### src/design/lfpr_pkg.sv
// Shared constants and types for the length-framed packet receiver.
package lfpr_pkg;

  localparam int FRAME_DEPTH = 20;              // frame store entries
  localparam int BYTE_W      = 8;
  localparam int LEN_W       = 8;
  localparam int CNT_W       = LEN_W + 1;       // length plus overhead
  localparam int POS_W       = $clog2(FRAME_DEPTH);
  localparam int OUT_POS_W   = 5;               // width of byte_position
  localparam int QDEPTH      = 4;               // command queue entries
  localparam int QPTR_W      = $clog2(QDEPTH);

  localparam logic [POS_W-1:0] SYNC1_SLOT  = POS_W'(0);
  localparam logic [POS_W-1:0] SYNC2_SLOT  = POS_W'(1);
  localparam logic [POS_W-1:0] LENGTH_SLOT = POS_W'(7);
  localparam logic [CNT_W-1:0] FRAME_OVERHEAD = CNT_W'(10);
  localparam logic [CNT_W-1:0] DEPTH_CNT      = CNT_W'(FRAME_DEPTH);

  localparam logic [BYTE_W-1:0] SYNC_FIRST_RST  = 8'hFF;
  localparam logic [BYTE_W-1:0] SYNC_SECOND_RST = 8'hCC;

  // configuration register indexes
  localparam int CFG_IDX_W = 2;
  localparam logic [CFG_IDX_W-1:0] CFG_SYNC_FIRST  = 2'd0;
  localparam logic [CFG_IDX_W-1:0] CFG_SYNC_SECOND = 2'd1;

  // one command per accepted item: store the byte, optionally emit frame
  typedef struct packed {
    logic              emit;   // frame complete, addr is last position
    logic [POS_W-1:0]  addr;
    logic [BYTE_W-1:0] data;
  } cmd_t;

  typedef struct packed {
    logic full;
    logic empty;
  } q_stat_t;

endpackage

### src/design/lfpr_front.sv
// Front end: accepts bytes, tracks frame position and issues store/emit commands.
module lfpr_front (
  input  logic                          clk,
  input  logic                          rst_n,
  input  logic                          in_valid,
  output logic                          in_stall,
  input  logic [lfpr_pkg::BYTE_W-1:0]   in_rx_byte,
  input  logic [lfpr_pkg::BYTE_W-1:0]   sync_first,
  input  logic [lfpr_pkg::BYTE_W-1:0]   sync_second,
  input  lfpr_pkg::q_stat_t             q_stat,
  output logic                          push,
  output lfpr_pkg::cmd_t                cmd
);

  logic [lfpr_pkg::POS_W-1:0] pos_r, pos_nxt;
  logic [lfpr_pkg::LEN_W-1:0] len_r, len_nxt;
  logic [lfpr_pkg::POS_W-1:0] pos_inc;
  logic [lfpr_pkg::CNT_W-1:0] count;
  logic [lfpr_pkg::CNT_W-1:0] new_count;
  logic                       emit;

  assign in_stall = q_stat.full;
  assign push     = in_valid && !q_stat.full;
  assign pos_inc  = pos_r + lfpr_pkg::POS_W'(1);
  assign count     = lfpr_pkg::CNT_W'(len_r) + lfpr_pkg::FRAME_OVERHEAD;
  assign new_count = lfpr_pkg::CNT_W'(in_rx_byte) + lfpr_pkg::FRAME_OVERHEAD;

  always_comb begin
    pos_nxt = pos_r;
    len_nxt = len_r;
    emit    = 1'b0;
    if (push) begin
      priority if (pos_r == lfpr_pkg::SYNC1_SLOT) begin
        pos_nxt = (in_rx_byte == sync_first) ? pos_inc : '0;
      end else if (pos_r == lfpr_pkg::SYNC2_SLOT) begin
        pos_nxt = (in_rx_byte == sync_second) ? pos_inc : '0;
      end else if (pos_r == lfpr_pkg::LENGTH_SLOT) begin
        len_nxt = in_rx_byte;
        // oversize frame: drop it here
        pos_nxt = (new_count > lfpr_pkg::DEPTH_CNT) ? '0 : pos_inc;
      end else if (pos_r > lfpr_pkg::LENGTH_SLOT &&
                   lfpr_pkg::CNT_W'(pos_r) + lfpr_pkg::CNT_W'(1) == count) begin
        emit    = 1'b1;
        pos_nxt = '0;
      end else begin
        pos_nxt = pos_inc;
      end
    end
  end

  always_comb begin
    cmd.emit = emit;
    cmd.addr = pos_r;
    cmd.data = in_rx_byte;
  end

  always_ff @(posedge clk) begin
    if (!rst_n) begin
      pos_r <= '0;
      len_r <= '0;
    end else begin
      pos_r <= pos_nxt;
      len_r <= len_nxt;
    end
  end

endmodule

### src/design/lfpr_cmd_fifo.sv
// Short command queue between the front end and the back end.
module lfpr_cmd_fifo (
  input  logic              clk,
  input  logic              rst_n,
  input  logic              push,
  input  lfpr_pkg::cmd_t    push_cmd,
  input  logic              pop,
  output lfpr_pkg::cmd_t    head_cmd,
  output lfpr_pkg::q_stat_t q_stat
);

  lfpr_pkg::cmd_t              mem_r [lfpr_pkg::QDEPTH];
  logic [lfpr_pkg::QPTR_W-1:0] wr_ptr_r, rd_ptr_r;
  logic [lfpr_pkg::QPTR_W:0]   cnt_r;

  assign q_stat.full  = (cnt_r == (lfpr_pkg::QPTR_W+1)'(lfpr_pkg::QDEPTH));
  assign q_stat.empty = (cnt_r == '0);
  assign head_cmd     = mem_r[rd_ptr_r];

  always_ff @(posedge clk) begin
    if (push) begin
      mem_r[wr_ptr_r] <= push_cmd;
    end
  end

  always_ff @(posedge clk) begin
    if (!rst_n) begin
      wr_ptr_r <= '0;
      rd_ptr_r <= '0;
      cnt_r    <= '0;
    end else begin
      if (push) begin
        wr_ptr_r <= wr_ptr_r + lfpr_pkg::QPTR_W'(1);
      end
      if (pop) begin
        rd_ptr_r <= rd_ptr_r + lfpr_pkg::QPTR_W'(1);
      end
      unique case ({push, pop})
        2'b10:   cnt_r <= cnt_r + (lfpr_pkg::QPTR_W+1)'(1);
        2'b01:   cnt_r <= cnt_r - (lfpr_pkg::QPTR_W+1)'(1);
        default: cnt_r <= cnt_r;
      endcase
    end
  end

endmodule

### src/design/lfpr_back.sv
// Back end: executes commands, owns the frame store and streams out frames.
module lfpr_back (
  input  logic                              clk,
  input  logic                              rst_n,
  input  lfpr_pkg::cmd_t                    head_cmd,
  input  lfpr_pkg::q_stat_t                 q_stat,
  output logic                              pop,
  output logic                              out_valid,
  input  logic                              out_stall,
  output logic [lfpr_pkg::BYTE_W-1:0]       out_frame_byte,
  output logic [lfpr_pkg::OUT_POS_W-1:0]    out_byte_position,
  output logic                              out_frame_end
);

  typedef enum logic [1:0] {
    S_IDLE = 2'b01,
    S_EMIT = 2'b10
  } state_t;

  state_t                      state_r, state_nxt;
  logic [lfpr_pkg::BYTE_W-1:0] store_r [lfpr_pkg::FRAME_DEPTH];
  logic [lfpr_pkg::POS_W-1:0]  k_r, k_nxt;
  logic [lfpr_pkg::POS_W-1:0]  last_r, last_nxt;
  logic                        out_free;
  logic                        load;
  logic                        ovld_r, ovld_nxt;
  logic [lfpr_pkg::BYTE_W-1:0] obyte_r;
  logic [lfpr_pkg::OUT_POS_W-1:0] opos_r;
  logic                        oend_r;

  assign out_free = !ovld_r || !out_stall;
  assign pop      = (state_r == S_IDLE) && !q_stat.empty;
  assign load     = (state_r == S_EMIT) && out_free;

  always_comb begin
    state_nxt = state_r;
    k_nxt     = k_r;
    last_nxt  = last_r;
    ovld_nxt  = ovld_r && out_stall;
    unique case (state_r)
      S_IDLE: begin
        if (pop && head_cmd.emit) begin
          state_nxt = S_EMIT;
          k_nxt     = '0;
          last_nxt  = head_cmd.addr;
        end
      end
      S_EMIT: begin
        if (load) begin
          ovld_nxt = 1'b1;
          if (k_r == last_r) begin
            state_nxt = S_IDLE;
          end else begin
            k_nxt = k_r + lfpr_pkg::POS_W'(1);
          end
        end
      end
      default: state_nxt = S_IDLE;
    endcase
  end

  always_ff @(posedge clk) begin
    if (pop) begin
      store_r[head_cmd.addr] <= head_cmd.data;
    end
    if (load) begin
      obyte_r <= store_r[k_r];
      opos_r  <= lfpr_pkg::OUT_POS_W'(k_r);
      oend_r  <= (k_r == last_r);
    end
    k_r    <= k_nxt;
    last_r <= last_nxt;
  end

  always_ff @(posedge clk) begin
    if (!rst_n) begin
      state_r <= S_IDLE;
      ovld_r  <= 1'b0;
    end else begin
      state_r <= state_nxt;
      ovld_r  <= ovld_nxt;
    end
  end

  assign out_valid         = ovld_r;
  assign out_frame_byte    = obyte_r;
  assign out_byte_position = opos_r;
  assign out_frame_end     = oend_r;

endmodule

### src/design/length_framed_packet_receiver_core.sv
// Top level of the length-framed packet receiver: config registers and wiring.
//
//  channel | direction | handshake          | payload
//  --------+-----------+--------------------+-------------------------------------------
//  in_     | input     | in_valid/in_stall  | in_rx_byte[7:0]
//  out_    | output    | out_valid/out_stall| out_frame_byte, out_byte_position, out_frame_end
//  cfg_    | input     | cfg_we             | cfg_index, cfg_wdata (0 sync_first, 1 sync_second)
//
// The front end takes one byte per cycle while its command queue (4 deep) has room.
// A byte that completes a frame makes the back end stream length+10 items, one per
// cycle while out_stall is low, so a full frame is 10 to 20 items long.
// Reset (rst_n, synchronous) clears position, length, queue and output valid; the
// frame store is not cleared, every emitted byte is written in its own frame.
// in_stall rises only when the command queue is full; out_stall holds the output item.
module length_framed_packet_receiver_core (
  input  logic                                clk,
  input  logic                                rst_n,
  // input byte channel
  input  logic                                in_valid,
  output logic                                in_stall,
  input  logic [lfpr_pkg::BYTE_W-1:0]         in_rx_byte,
  // frame byte channel
  output logic                                out_valid,
  input  logic                                out_stall,
  output logic [lfpr_pkg::BYTE_W-1:0]         out_frame_byte,
  output logic [lfpr_pkg::OUT_POS_W-1:0]      out_byte_position,
  output logic                                out_frame_end,
  // configuration writes
  input  logic                                cfg_we,
  input  logic [lfpr_pkg::CFG_IDX_W-1:0]      cfg_index,
  input  logic [lfpr_pkg::BYTE_W-1:0]         cfg_wdata
);

  logic [lfpr_pkg::BYTE_W-1:0] sync_first_r;
  logic [lfpr_pkg::BYTE_W-1:0] sync_second_r;

  logic              push;
  logic              pop;
  lfpr_pkg::cmd_t    push_cmd;
  lfpr_pkg::cmd_t    head_cmd;
  lfpr_pkg::q_stat_t q_stat;

  // sync registers; writes to unused indexes are dropped
  always_ff @(posedge clk) begin
    if (!rst_n) begin
      sync_first_r  <= lfpr_pkg::SYNC_FIRST_RST;
      sync_second_r <= lfpr_pkg::SYNC_SECOND_RST;
    end else if (cfg_we) begin
      unique case (cfg_index)
        lfpr_pkg::CFG_SYNC_FIRST:  sync_first_r  <= cfg_wdata;
        lfpr_pkg::CFG_SYNC_SECOND: sync_second_r <= cfg_wdata;
        default: ;
      endcase
    end
  end

  // front: header checks, length capture, frame completion
  lfpr_front u_front (
    .clk         (clk),
    .rst_n       (rst_n),
    .in_valid    (in_valid),
    .in_stall    (in_stall),
    .in_rx_byte  (in_rx_byte),
    .sync_first  (sync_first_r),
    .sync_second (sync_second_r),
    .q_stat      (q_stat),
    .push        (push),
    .cmd         (push_cmd)
  );

  // store/emit commands wait here while a frame is being streamed
  lfpr_cmd_fifo u_fifo (
    .clk      (clk),
    .rst_n    (rst_n),
    .push     (push),
    .push_cmd (push_cmd),
    .pop      (pop),
    .head_cmd (head_cmd),
    .q_stat   (q_stat)
  );

  // back: frame store writes and frame streaming
  lfpr_back u_back (
    .clk               (clk),
    .rst_n             (rst_n),
    .head_cmd          (head_cmd),
    .q_stat            (q_stat),
    .pop               (pop),
    .out_valid         (out_valid),
    .out_stall         (out_stall),
    .out_frame_byte    (out_frame_byte),
    .out_byte_position (out_byte_position),
    .out_frame_end     (out_frame_end)
  );

endmodule

### config.mk
export PLATFORM = sky130hd
export DESIGN_NAME = length_framed_packet_receiver_core
export DESIGN_NICKNAME = d
export VERILOG_FILES = /design/src/design/lfpr_pkg.sv /design/src/design/lfpr_front.sv /design/src/design/lfpr_cmd_fifo.sv /design/src/design/lfpr_back.sv /design/src/design/length_framed_packet_receiver_core.sv
export SDC_FILE = /design/constraint.sdc
export NUM_CORES = 1
export LEC_CHECK = 0
export BUFFER_PORTS_ARGS = -buffer_cell sky130_fd_sc_hd__buf_2
export CORE_MARGIN = 8
export CORE_UTILIZATION = 30
export CTS_BUF_LIST = sky130_fd_sc_hd__clkbuf_2 sky130_fd_sc_hd__clkbuf_4 sky130_fd_sc_hd__clkbuf_8
export CTS_CLUSTER_SIZE = 14
export DETAILED_ROUTE_END_ITERATION = 8
export MAX_ROUTING_LAYER = met4
export PLACE_DENSITY = 0.44
export REMOVE_ABC_BUFFERS = 1
export SLEW_MARGIN = 20
export SYNTH_ARGS = -nofsm -noshare
export SYNTH_HDL_FRONTEND = slang
export SYNTH_SLANG_ARGS = --single-unit
### constraint.sdc
create_clock -name clk -period 3 [get_ports clk]
set_clock_uncertainty 0.05 [all_clocks]
set_input_delay 0.45 -clock clk [delete_from_list [all_inputs] [get_ports clk]]
set_output_delay 0.45 -clock clk [all_outputs]
set_load 0.01 [all_outputs]
# --- Word level (Yosys, flattened, before mapping) ---
# Memory sizes are Yosys's and may differ from the RTL's. A register that Yosys moved wholly into a read port is not among the register bits.
# Index checks and enable logic that the tools add are counted.
totals:
  input_bits: 23
  mem_bits_ro: 0
  reg_bits: 55
  memories: 2
  word_cells: 95
  ram_bits: 216
  latch_bits: 0
  out_inout_bits: 16
memory_table:
  columns: ["memory", "depth", "width", "read_ports", "rd_clocked_by_memory_dff", "wr", "line", "source"]
  rows:
  - ["u_back.store_r", 20, 8, 1, 1, 1, "lfpr_back.sv:21", "logic [lfpr_pkg::BYTE_W-1:0] store_r [lfpr_pkg::FRAME_DEPTH];"]
  - ["u_fifo.mem_r", 4, 14, 1, 1, 1, "lfpr_cmd_fifo.sv:12", "lfpr_pkg::cmd_t mem_r [lfpr_pkg::QDEPTH];"]
classes:
  n_bitwise: 2
  n_addsub: 9
  n_shift: 0
  mul: 0
  muxes: 29
  n_reduce_logical: 22
  n_lt_le_gt_ge: 2
  n_div: 0
  n_eq_ne: 16
ops:
  columns: ["operator", "n"]
  rows:
  - ["2-to-1 mux 5 bit", 10]
  - ["adder 8 x 4 -> 9 bit, second input constant", 2]
  - ["equality test 8 bit", 2]
  - ["2-to-1 mux 1 bit", 11]
  - ["adder 5 x 1 -> 5 bit, second input constant", 2]
  - ["2-to-1 mux 2 bit", 5]
  - ["case mux 5 bit (2 select lines)", 1]
  - ["equality test 9 bit", 1]
  - ["greater-than comparator 9 x 5 -> 1 bit, second input constant", 1]
  - ["AND reduction 4 bit", 2]
  - ["adder 5 x 1 -> 6 bit, second input constant", 1]
  - ["equality test 2 x 1 -> 1 bit, second input constant", 3]
  - ["logical AND 1 bit", 6]
  - ["inequality test 2 bit, second input constant", 3]
  - ["case mux 3 bit (2 select lines)", 1]
  - ["AND reduction 2 bit", 3]
  - ["equality test 5 x 1 -> 1 bit, second input constant", 1]
  - ["equality test 5 x 3 -> 1 bit, second input constant", 1]
  - ["equality test 5 bit", 1]
  - ["greater-than comparator 5 x 3 -> 1 bit, second input constant", 1]
  - ["zero test 5 bit", 1]
  - ["adder 2 x 1 -> 2 bit, second input constant", 2]
  - ["equality test 2 bit, second input constant", 2]
  - ["zero test 1 bit", 4]
  - ["11 further kinds", 13]

# --- Logic depth before layout (Yosys ltp) ---
logic_depth:
  ltp_word: 8
  mapped_depth: 9
  mapped_depth_nobuf: 9

# --- Modules after synthesis ---
# From an unflattened synthesis, not the netlist that was laid out.
unflattened:
  cells_unflattened: 704
  area_unflattened_um2: 11723.7
modules_own_cells:
  columns: ["module", "seq_area_each_um2", "n_inst", "area_per_inst_um2", "cells_per_inst"]
  rows:
  - ["lfpr_back", 5585.4, 1, 7263.2, 357]
  - ["lfpr_cmd_fifo", 1861.8, 1, 2498.6, 119]
  - ["lfpr_front", 260.2, 1, 1272.5, 161]
  - ["length_framed_packet_receiver_core", 320.3, 1, 689.4, 67]

# --- Worst setup path before layout ---
# No wires, ideal clock.
synth_timing:
  kind: "reg2reg"
  from: "register with a tool-made name"
  to: "memory u_back.store_r[14][0] in the netlist's numbering, enable pin"
  t_arrival_ns: 1.998
  n_path_buf: 2
  required_ns: 2.580
  stages_incl_launch_ff: 6
  period_less_slack_ns: 2.418
  setup_slack_ns: 0.582
  setup_time_ns: 0.370
  cell_sequence: "dfxtp_1 buf_2 buf_2 mux4_2 nand3b_1 nor2_1"
synth_lines:
  columns: ["item", "line"]
  rows:
  - ["end: declaration", "lfpr_back.sv:21"]

==> summary.txt <==
Clocking
  • TritonCTS clock tree: done
  • Number of gates resized after cts: 0
  • H-tree levels: 2
  • Max clock buf depth: 3
  • CTS Sinks: 281
  • CTS Buf Count: 47
  • Clock root cell: clkbuf_8
  • Clock Pin Slew Worst Setup and Hold Paths: 60 ps
  • Total setup buffers inserted after CTS: 0
  • Latest clock arrival within the worst-skew pair: 580 ps

Worst setup path
  • Critical-path cell list: inv_1, ha_1, xnor2_1, nor4_1, nor3b_1, nand2_1, nor4_1
  • Buf+Inv Stages, Crit Path: 1
  • Slowest Stage Delay on Critical Path: 550 ps
  • Crit path max-delay family: simple AND/OR/NAND/NOR gates
  • Critical path class: register to register
  • Worst setup SP type: register
  • CP max stage cell: dfxtp_1
  • Crit path max fanout: 11
  • CP Data Arrival Time: 2900 ps
  • Most frequent cell on the critical path: nor4_1
  • Crit. End Element: register
  • CP required: 3240 ps

Hold path
  • Worst min-delay path class: input port to register

STA
  • Final period utilization: 88.6%
  • Hold Vio Cnt, Final: 0
  • Setup violations, final: 0
  • Fmax: 376 MHz
  • Hold slack: 62.3 ps
  • Min Tclk post-route: 2660 ps
  • Final Max Tran Viols: 0
  • Unrepaired setup endpoints after global routing: false
  • Worst relative slew slack: 44.1%
  • Worst-Margin Slew: 837 ps

Power
  • Total Power: 10,500 uW
  • Pwr Density: 787 mW/mm^2
  • VDD IR max: 0.000299 V
  • LEAKAGE: 0.00455 uW

Floorplan
  • Core area: 0.0376 mm^2
  • Starting Density: 30.4%
  • Die Width: 211 um
  • Row count: 71
  • Die height: 211 um
  • Io pins: 39
  • Die Area: 0.0446 mm^2

Route
  • DRT Pass-1 Iters: 4
  • Vias: 5,868
  • Drt drc: 0
  • Post-route ant nets: 0
  • Avg WL per Cell: 18.4 um
  • Final wirelength: 23.8 mm
  • Post-DR vias/cell: 4.56
  • Starting DRT DRC Count: 261

Layout
  • Share of cells above drive strength 1: 26.5%
  • # fillers: 3,561
  • Synth-to-layout area growth: 16.4%
  • Non-filler cells in the finished layout: 1,288
  • Fin nets: 777
  • Diodes inserted: 0
  • Most frequent cells in the layout: edfxtp_1 (240), nor2_1 (52), clkbuf_8 (49)
  • Fin area: 0.0133 mm^2
  • Commonest non-fill, non-tap cell in the layout: edfxtp_1

GRT
  • Vias in the first global route: 6,335
  • First-pass GRT wire length: 37.2 mm
  • Largest net degree at the start of global routing: 46
  • Grt total ovfl: 0
  • GR peak layer: met2
  • M3 GR Usage: 3.01%
  • Initial antenna violation count: 0
  • Total track usage: 11.3%
  • GR Util met2: 18.2%
  • GR Layer Usage met1: 13.7%

Place
  • Final HPWL DP: 15.8 mm
  • Routability cong.: 0.772
  • Port bufs: 38
  • Placed cells: 1,202
  • Placed cell areas: 0.0123 mm^2

Job
  • # Max-Cap Violations: 0

Logic synthesis
  • Syn avg cell area: 17.7 um^2
  • Main area contributors after synthesis: edfxtp_1 (63%), mux4_2 (9.5%), dfxtp_1 (7.2%)
  • Post-synthesis sequential area ratio: 70.3%
  • Primary FF master, synth: edfxtp_1
  • Synth top area share: 63.1%
  • Yosys cell types: 54
  • Yosys top cell by area: edfxtp_1
  • Yosys warns: 0
  • Async SR Flop Fraction: 0%
  • Synth Register Bits: 281
  • Number of synthesized flops with an enable pin: 240
  • Mapped Area: 0.0114 mm^2
  • Post-Syn Instances: 647

Status
  • Status: finished clean
## tightest hold or removal path: stages
cell and delay [ps]:
buf_2 100, mux2i_1 60, nand2_1 50
## flip-flops by register name, summed over array words and instances (netlist names), 2 cells and up, named ones only
signal and cells:
u_fifo.mem_r 56, u_back.last_r 5, u_fifo.cnt_r 3, u_back.out_frame_byte 8, u_back.state_r 2, u_fifo.wr_ptr_r 2
u_back.out_byte_position 5, u_front.pos_r 5, u_back.store_r 160, u_fifo.rd_ptr_r 2, u_front.len_r 8, sync_second_r 8
sync_first_r 8, u_back.k_r 5
## report_power, final
part           switching, uW  internal, uW  total (uW)
logic                   1170           860        2030
registers                162          4900        5060
clock network           1470          1910        3380
## stage by stage
step                util [%]  setup TNS, ps  setup WS, ps
global placement        32.8              0           531
detailed placement      32.8              0           358
floorplan                  -          -2660          -343
finish                  35.4              0           342
CTS                     35.4              0           329
global route            35.4              0          32.7
## Yosys cell counts (all sizes together) (2+ instances only)
master,number
nor2b,4
a31oi,2
o311ai,2
xor2,17
nand3b,2
nor3b,4
nand2,39
ha,11
mux2i,15
dfxtp,41
nor3,6
and2,6
xnor2,20
nand2b,4
nor2,52
or3,4
o21ai,8
a21oi,10
edfxtp,240
buf,15
inv,12
nand3,18
mux4,62
mux2,8
clkbuf,13
nor4,7
nand4,7
## final timing paths
check                                     start                             to  slack [ps]  cells after the start
hold / removal                     cfg_wdata[6]  sync_second_r[6]$_SDFFE_PN1P_          60                      3
setup reg to reg  u_front.pos_r[0]$_SDFFE_PN0P_  u_fifo.mem_r[1][13]$_DFFE_PP_         340                      7
setup / recovery  u_front.pos_r[0]$_SDFFE_PN0P_  u_fifo.mem_r[1][13]$_DFFE_PP_         340                      7
hold reg to reg    sync_first_r[5]$_SDFFE_PN1P_   sync_first_r[5]$_SDFFE_PN1P_         440                      2
## cell families (layout without fill, tap and decap cells)
group | count (synthesis) | count (layout) | synth area share [%]
fa+ha+maj | 12 | 12 | 1.38
compound gates | 33 | 33 | 1.94
flops | 281 | 281 | 70.3
mux | 85 | 85 | 14.8
simple gates | 157 | 157 | 6.47
xor+xnor | 38 | 38 | 3.04
buf+inv | 41 | 171 | 2.12
## layer usage
layer | wire (um) | vias to the layer above
li1 | - | 2737
met1 | 10600 | 2973
met2 | 11600 | 121
met3 | 1140 | 37
met4 | 497 | 0
met5 | 0 | -
## what timing repair did
item | in CTS | in global routing
hold buffers | 2 | 0
hold endpoints to repair | 3 | 0
setup endpoints to repair | 0 | 0
## final cells by class
type / instances / area, um^2 / area share (%)
clock inverter: 16 / 121 / 0.913
clock buffer: 68 / 817 / 6.14
sequential: 281 / 8030 / 60.4
timing repair buffer: 74 / 490 / 3.69
tap: 511 / 639 / 4.81
inverter: 13 / 48.8 / 0.367
multi-input combinational: 325 / 3160 / 23.7
No activity file was read; power rests on OpenSTA's default activity.
